File: src/rtl/core/basic_comment_stripper_top_assert.svh
// Assertion macros for the BASIC comment stripper.
`ifndef BASIC_COMMENT_STRIPPER_TOP_ASSERT_SVH
`define BASIC_COMMENT_STRIPPER_TOP_ASSERT_SVH
`ifndef ASSERT_OFF
// Checks a property on every clock edge outside reset.
`define BCS_ASSERT(name, prop) \
    name: assert property (@(posedge i_clk) disable iff (!i_rst_n) (prop)) \
        else $error("bcs assertion failed");
// Checks that a condition in one cycle leads to a consequence in the next.
`define BCS_ASSERT_NEXT(name, ante, cons) \
    name: assert property (@(posedge i_clk) disable iff (!i_rst_n) \
        (ante) |=> (cons)) else $error("bcs assertion failed");
`else
`define BCS_ASSERT(name, prop)
`define BCS_ASSERT_NEXT(name, ante, cons)
`endif
`endif

File: src/rtl/core/bcs_pkg.sv
// Types, character constants and helpers for the BASIC comment stripper.
package bcs_pkg;

    // Characters the filter recognizes.
    localparam logic [7:0] CH_R     = 8'h52;
    localparam logic [7:0] CH_E     = 8'h45;
    localparam logic [7:0] CH_M     = 8'h4D;
    localparam logic [7:0] CH_QUOTE = 8'h22;
    localparam logic [7:0] CH_APOS  = 8'h27;

    // Input command codes.
    localparam logic CMD_CHAR = 1'b0;
    localparam logic CMD_EOL  = 1'b1;

    // Result queue geometry.
    localparam int          QDEPTH    = 8;
    localparam int          QAW       = 3;
    localparam int          MAXRES    = 4;
    localparam logic [3:0]  ACCEPT_MAX = 4'd4;

    // One result word.
    typedef struct packed {
        logic [7:0] out_char;
        logic       end_mark;
        logic       last;
    } t_result;

    // ASCII alphanumeric test: digits and both letter cases only.
    function automatic logic is_alnum(input logic [7:0] c);
        return (c >= 8'h30 && c <= 8'h39) || (c >= 8'h41 && c <= 8'h5A) ||
               (c >= 8'h61 && c <= 8'h7A);
    endfunction

    // Character held at a given place of the REM candidate.
    function automatic logic [7:0] held_char(input logic [1:0] idx);
        logic [7:0] c;
        case (idx)
            2'd0:    c = CH_R;
            2'd1:    c = CH_E;
            default: c = CH_M;
        endcase
        return c;
    endfunction

endpackage

File: src/rtl/core/basic_comment_stripper_top.sv
// Top level of the BASIC comment stripper: line state and result queue.
// The stripper takes one word per cycle while o_stall is low: a character or
// an end-of-line marker. Each accepted word is decoded against the line state
// in the same cycle and yields zero to four result words (held R, RE or REM
// characters flushed ahead of the current one, or an end marker), which enter
// an eight-entry result queue and appear on the output one per cycle while
// i_stall is low. Input is taken in every cycle in which the queue holds four
// words or fewer, so the sustained rate is one word per cycle; a word that
// flushes held characters adds up to three extra output words, which the queue
// absorbs and which stall the input only when the downstream side also stalls.
module basic_comment_stripper_top (
    input  logic       i_clk,
    input  logic       i_rst_n,
    input  logic       i_valid,
    output logic       o_stall,
    input  logic       i_cmd,
    input  logic [7:0] i_ch,
    output logic       o_valid,
    input  logic       i_stall,
    output logic [7:0] o_out_char,
    output logic       o_end_mark,
    output logic       o_last
);
    import bcs_pkg::*;

    `include "basic_comment_stripper_top_assert.svh"

    // Line state.
    logic       r_in_quote, n_in_quote;
    logic       r_prev_alnum, n_prev_alnum;
    logic [1:0] r_held, n_held;
    logic       r_discard, n_discard;

    // Result queue.
    t_result          r_queue [QDEPTH];
    logic [QAW-1:0]   r_wr, n_wr;
    logic [QAW-1:0]   r_rd, n_rd;
    logic [QAW:0]     r_count, n_count;

    // Results produced by the current word.
    t_result          res [MAXRES];
    logic [2:0]       nres;

    logic in_acc;
    logic pop;

    assign o_stall = (r_count > ACCEPT_MAX);
    assign in_acc  = i_valid && !o_stall;
    assign o_valid = (r_count != '0);
    assign pop     = o_valid && !i_stall;

    assign o_out_char = r_queue[r_rd].out_char;
    assign o_end_mark = r_queue[r_rd].end_mark;
    assign o_last     = r_queue[r_rd].last;

    // Decode one word against the line state.
    always_comb begin
        logic [2:0] fc;
        logic       prev_eff;
        logic       put_char;
        n_in_quote   = r_in_quote;
        n_prev_alnum = r_prev_alnum;
        n_held       = r_held;
        n_discard    = r_discard;
        nres         = '0;
        fc           = '0;
        prev_eff     = r_prev_alnum;
        put_char     = 1'b0;
        for (int i = 0; i < MAXRES; i++) begin
            res[i] = '0;
        end
        if (in_acc) begin
            if (i_cmd == CMD_EOL) begin
                // A complete REM at line end is a comment; shorter candidates flush.
                fc = (r_held == 2'd3) ? 3'd0 : {1'b0, r_held};
                for (int i = 0; i < 3; i++) begin
                    if (3'(i) < fc) begin
                        res[i] = '{out_char: held_char(2'(i)), end_mark: 1'b0, last: 1'b0};
                    end
                end
                res[fc[1:0]] = '{out_char: 8'h00, end_mark: 1'b1, last: 1'b0};
                nres         = fc + 3'd1;
                n_in_quote   = 1'b0;
                n_prev_alnum = 1'b0;
                n_held       = '0;
                n_discard    = 1'b0;
            end else if (r_discard) begin
                nres = '0;
            end else if (r_held == 2'd1 && i_ch == CH_E) begin
                n_held       = 2'd2;
                n_prev_alnum = 1'b1;
            end else if (r_held == 2'd2 && i_ch == CH_M) begin
                n_held       = 2'd3;
                n_prev_alnum = 1'b1;
            end else if (r_held == 2'd3 && !is_alnum(i_ch)) begin
                n_held    = '0;
                n_discard = 1'b1;
            end else begin
                // Failed candidate: flush held characters, then handle this one.
                fc = {1'b0, r_held};
                if (r_held != '0) begin
                    prev_eff = 1'b1;
                end
                n_held = '0;
                if (i_ch == CH_QUOTE) begin
                    n_in_quote = !r_in_quote;
                    put_char   = 1'b1;
                end else if (!r_in_quote && i_ch == CH_APOS) begin
                    n_discard = 1'b1;
                end else if (!r_in_quote && i_ch == CH_R && !prev_eff) begin
                    n_held = 2'd1;
                end else begin
                    put_char = 1'b1;
                end
                n_prev_alnum = is_alnum(i_ch);
                for (int i = 0; i < MAXRES; i++) begin
                    if (3'(i) < fc) begin
                        res[i] = '{out_char: held_char(2'(i)), end_mark: 1'b0, last: 1'b0};
                    end else if (3'(i) == fc && put_char) begin
                        res[i] = '{out_char: i_ch, end_mark: 1'b0, last: 1'b0};
                    end
                end
                nres = fc + {2'b0, put_char};
            end
        end
        // Mark the final result of this word.
        if (nres != '0) begin
            res[2'(nres - 3'd1)].last = 1'b1;
        end
    end

    // Queue pointer and count updates.
    always_comb begin
        n_wr    = r_wr + QAW'(nres);
        n_rd    = r_rd + QAW'(pop);
        n_count = r_count + (QAW+1)'(nres) - (QAW+1)'(pop);
    end

    // Control state.
    always_ff @(posedge i_clk) begin
        if (!i_rst_n) begin
            r_in_quote   <= 1'b0;
            r_prev_alnum <= 1'b0;
            r_held       <= '0;
            r_discard    <= 1'b0;
            r_wr         <= '0;
            r_rd         <= '0;
            r_count      <= '0;
        end else begin
            r_in_quote   <= n_in_quote;
            r_prev_alnum <= n_prev_alnum;
            r_held       <= n_held;
            r_discard    <= n_discard;
            r_wr         <= n_wr;
            r_rd         <= n_rd;
            r_count      <= n_count;
        end
    end

    // Queue storage writes.
    always_ff @(posedge i_clk) begin
        for (int k = 0; k < MAXRES; k++) begin
            if (3'(k) < nres) begin
                r_queue[r_wr + QAW'(k)] <= res[k];
            end
        end
    end

    // A held candidate never coexists with discarding or quoting.
    `BCS_ASSERT(a_held_not_discard, (r_held != '0) |-> (!r_discard && !r_in_quote))
    // Held characters are letters, so the previous character counts as alphanumeric.
    `BCS_ASSERT(a_held_prev_alnum, (r_held != '0) |-> r_prev_alnum)
    // The queue never exceeds its depth.
    `BCS_ASSERT(a_queue_bound, r_count <= (QAW+1)'(QDEPTH))
    // An end of line returns the line state to its start.
    `BCS_ASSERT_NEXT(a_eol_clears, in_acc && i_cmd == CMD_EOL,
        r_held == '0 && !r_in_quote && !r_discard && !r_prev_alnum && o_valid)

endmodule
File: config.mk
export PLATFORM = sky130hd
export DESIGN_NAME = basic_comment_stripper_top
export DESIGN_NICKNAME = d
export VERILOG_FILES = /design/src/rtl/core/bcs_pkg.sv /design/src/rtl/core/basic_comment_stripper_top.sv
export VERILOG_INCLUDE_DIRS = /design/src /design/src/rtl/core
export SDC_FILE = /design/constraint.sdc
export NUM_CORES = 1
export LEC_CHECK = 0
export BUFFER_PORTS_ARGS = -buffer_cell sky130_fd_sc_hd__buf_2
export CORE_ASPECT_RATIO = 1.1
export CORE_MARGIN = 3
export CORE_UTILIZATION = 44
export CTS_CLUSTER_SIZE = 28
export DETAILED_ROUTE_END_ITERATION = 16
export PLACE_DENSITY = 0.62
export SLEW_MARGIN = 20
export SYNTH_ARGS = -nofsm -noshare
export SYNTH_HDL_FRONTEND = slang
export SYNTH_SLANG_ARGS = --single-unit
File: constraint.sdc
create_clock -name i_clk -period 4.1 [get_ports i_clk]
set_input_delay 0.41 -clock i_clk [delete_from_list [all_inputs] [get_ports i_clk]]
set_output_delay 0.41 -clock i_clk [all_outputs]
set_load 0.01 [all_outputs]
==> reports/results.txt <==
Die area: 0.0185 mm^2
Power density over the cells: 403 mW/mm^2
Clk sink count: 95
Min-Delay Endpoint: r_discard
Final Hold Fails: 0
Top FF cell, synth: edfxtp_1
Fmax: 264 MHz
Reg2reg start: r_held[0]
Clk_lat worst skew: 0.36 ns
Worst Hold Class: input port to register
Gr usage total: 0.314
Arrival @ worst endpoint: 3.89 ns
Antenna-violating nets left: 0
# hold bufs at CTS: 0
Tcrit/Tclk final: 0.926
Nets: 899
Startpoint Class: register
Count leader, synth: nor2_1
Post-DP HPWL: 21.9 mm
# IOs: 25
Antenna violations before repair: 0
Postcts setup bufs: 0
Synth top area share: 0.323
Reg-to-reg endpoint: r_queue[2][3]
Critical path's largest stage delay: 0.40 ns
Clk_skew: 0.0130 ns
CP endpoint kind: register
RSZ-0062 raised after global routing: no
VDD IR max: 274 uV
Antenna diode count: 0
Post-synth ARST share: 0
H-Tree Depth: 3
DR vias: 7453
Total global routing overflow: 0
Clock Tree Buf Depth: 2
Placed inst area: 0.00804 mm^2
Min Clock Period, post-route: 3.79 ns
Max Cap Violations: 0
Pwr Total: 3.36 mW
Area grow syn2layout: 12.2%
Largest family of logic cells by synthesized area: compound AO/OA/AOI/OAI gates
DR WL/cell: 26.8 um
Worst path most repeated cell: ha_1
# setup viols final: 0
Crit-path slowest cell: dfxtp_1
Post-synthesis register bit count: 95
Slew margin rel.: 0.397
Post-synthesis mux area share: 0.102
Flop2flop setup slack: 0.31 ns
Critical Path RT: 4.19 ns
Starting density of the core: 0.452
FF-to-FF path depth: 16
Post-synthesis adder-cell area fraction: 0.0374
Synth Instances: 825
First-pass GRT wire length: 43.1 mm
Number of DRC markers in iteration 0: 1246
Unique masters post-synth: 78
Std-Cell Rows: 49
Status: completed
Hold Startpoint: i_rst_n
Leading area contributor after synthesis: edfxtp_1
Core area: 0.0164 mm^2
DR pass1 iterations: 6
Largest net degree at the start of global routing: 35
Total CTS buffers: 9
IO buf count: 24
Synth top area cells: edfxtp_1, mux4_2, o21ai_0
Xor and xnor area share after synthesis: 0.0118
Die Height: 142 um
CP max FO: 14
Clock root cell: clkbuf_16
Leakage: 2.87 nW
Reg clk slew, reported paths: 0.07 ns
Resized cells post-CTS: 0
Layout cells sized above 1: 0.185
Hold depth: 2
Via density: 6.94
Yosys Warn Count: 0
Vias in the first global route: 6955
Slew @ Worst Pin: 0.904 ns
CP cell instances: inv_1, ha_1, nand2_1, nor4_2, o21a_1, inv_1, ha_1, ha_1, nor3b_1, a22o_1, inv_2, o21a_4, nor2_1, buf_4, a2111oi_0, nor2_1
Final max-slew violation count: 0
Synth Area in Simple Gates: 0.175
Net Count, Synth: 859
Post-Syn Area: 0.00743 mm^2
TritonCTS clock tree: done
DRC violations left: 0
Final WL: 28.8 mm
Cell area after layout: 0.00833 mm^2
GPL Wtd Cong: 0.999
Synth Area per Inst: 9.00 um^2
Die Width: 130 um
Commonest cells in the netlist: nor2_1, edfxtp_1, o21ai_0
Post-synth EDFFs: 80
CP Class: register to register
Compound-Gate Fraction of Synth Area: 0.255
Seq/Total Area, Yosys: 0.364
[area by class of cell]
class / count / area [um^2]
multi-input combinational: 643 / 4320
tap: 204 / 255
clock buffer: 10 / 229
fill: 1581 / 8100
clock inverter: 6 / 67.6
inverter: 27 / 106
timing repair buffer: 89 / 658
sequential: 95 / 2700
[per-stage QoR]
| step | hold slack, ns | setup WS [ns] | setup TNS (ns) | instances | utilization |
|---|---|---|---|---|---|
| floorplan | 0.518 | 0.212 | 0 | 825 | - |
| global placement | 0.572 | -0.0489 | -0.762 | 1058 | 0.489 |
| detailed placement | 0.599 | 0.109 | 0 | 1058 | 0.489 |
| CTS | 0.393 | 0.309 | 0 | 1074 | 0.507 |
| global route | 0.419 | 0.0166 | 0 | 1074 | 0.507 |
| finish | 0.383 | 0.305 | 0 | 1074 | 0.507 |
[logic make-up after synthesis]
group | after synthesis
simple gates | 266
compound gates | 297
buf+inv | 87
xor+xnor | 10
fa+ha+maj | 21
mux | 49
flops | 95
[how the worst max path moves through the flow]
stage | from | endpoint | slack, ns | cells after the start
after global placement | i_ch[7] | r_queue[4][2] | -0.05 | 12
after CTS | r_held[0] | r_count[3] | 0.31 | 18
after floorplan | i_ch[2] | r_queue[5][0] | 0.21 | 13
after detailed placement | i_ch[7] | r_count[3] | 0.11 | 17
final | r_held[0] | r_queue[2][3] | 0.31 | 16
after global routing | r_held[0] | r_count[3] | 0.02 | 18
[power breakdown]
part,switching (mW),total [mW],internal [mW]
combinational,0.760,1.29,0.531
sequential,0.0497,1.20,1.15
clock,0.393,0.870,0.477
total,1.20,3.36,2.16
[sequential cells by signal, summed over array words and instances, names as in the netlist]
signal and count:
r_in_quote 1, r_discard 1, r_queue 80, r_prev_alnum 1, r_count 4, r_wr 3, r_held 2, r_rd 3
[critical path: cells and delay by family (launching register included)]
family	cells	cell delay, ns
compound gates	4	1.14
simple gates	5	0.69
flops	1	0.40
fa+ha+maj	3	0.70
buf+inv	4	0.59
[routing by layer]
metal / wire [um] / up-vias / track usage
met2: 13200 / 520 / 0.493
met3: 2850 / 75 / 0.0469
met5: 0 / - / 0
met4: 805 / 0 / 0.102
li1: - / 3255 / -
met1: 11900 / 3603 / 0.446
[layout by cell type, fill, tap and decap left out, types with 4 or more instances in the layout]
cell       instances
buf_4             61
nand3_1           27
a22o_1             7
a21o_1             9
nor2_1            82
ha_1              19
a31oi_1           29
nor3_2             4
mux4_2            20
and2_1            11
o2111ai_1          6
clkbuf_16          9
and3_1            11
or3_1              6
a21oi_1           62
nor3_1            34
o22ai_1           31
o32ai_1            7
inv_1             24
nand2_1           55
a22oi_1            4
o21ai_0           76
dfxtp_1           15
mux2i_1           17
mux2_2            12
xor2_1             4
buf_2             24
buf_12             4
a221oi_1           4
nor2b_1            8
o21a_1             6
o211ai_1          11
edfxtp_1          80
xnor2_1            6
a211oi_1          19
Power figures use the tool's default switching activity.
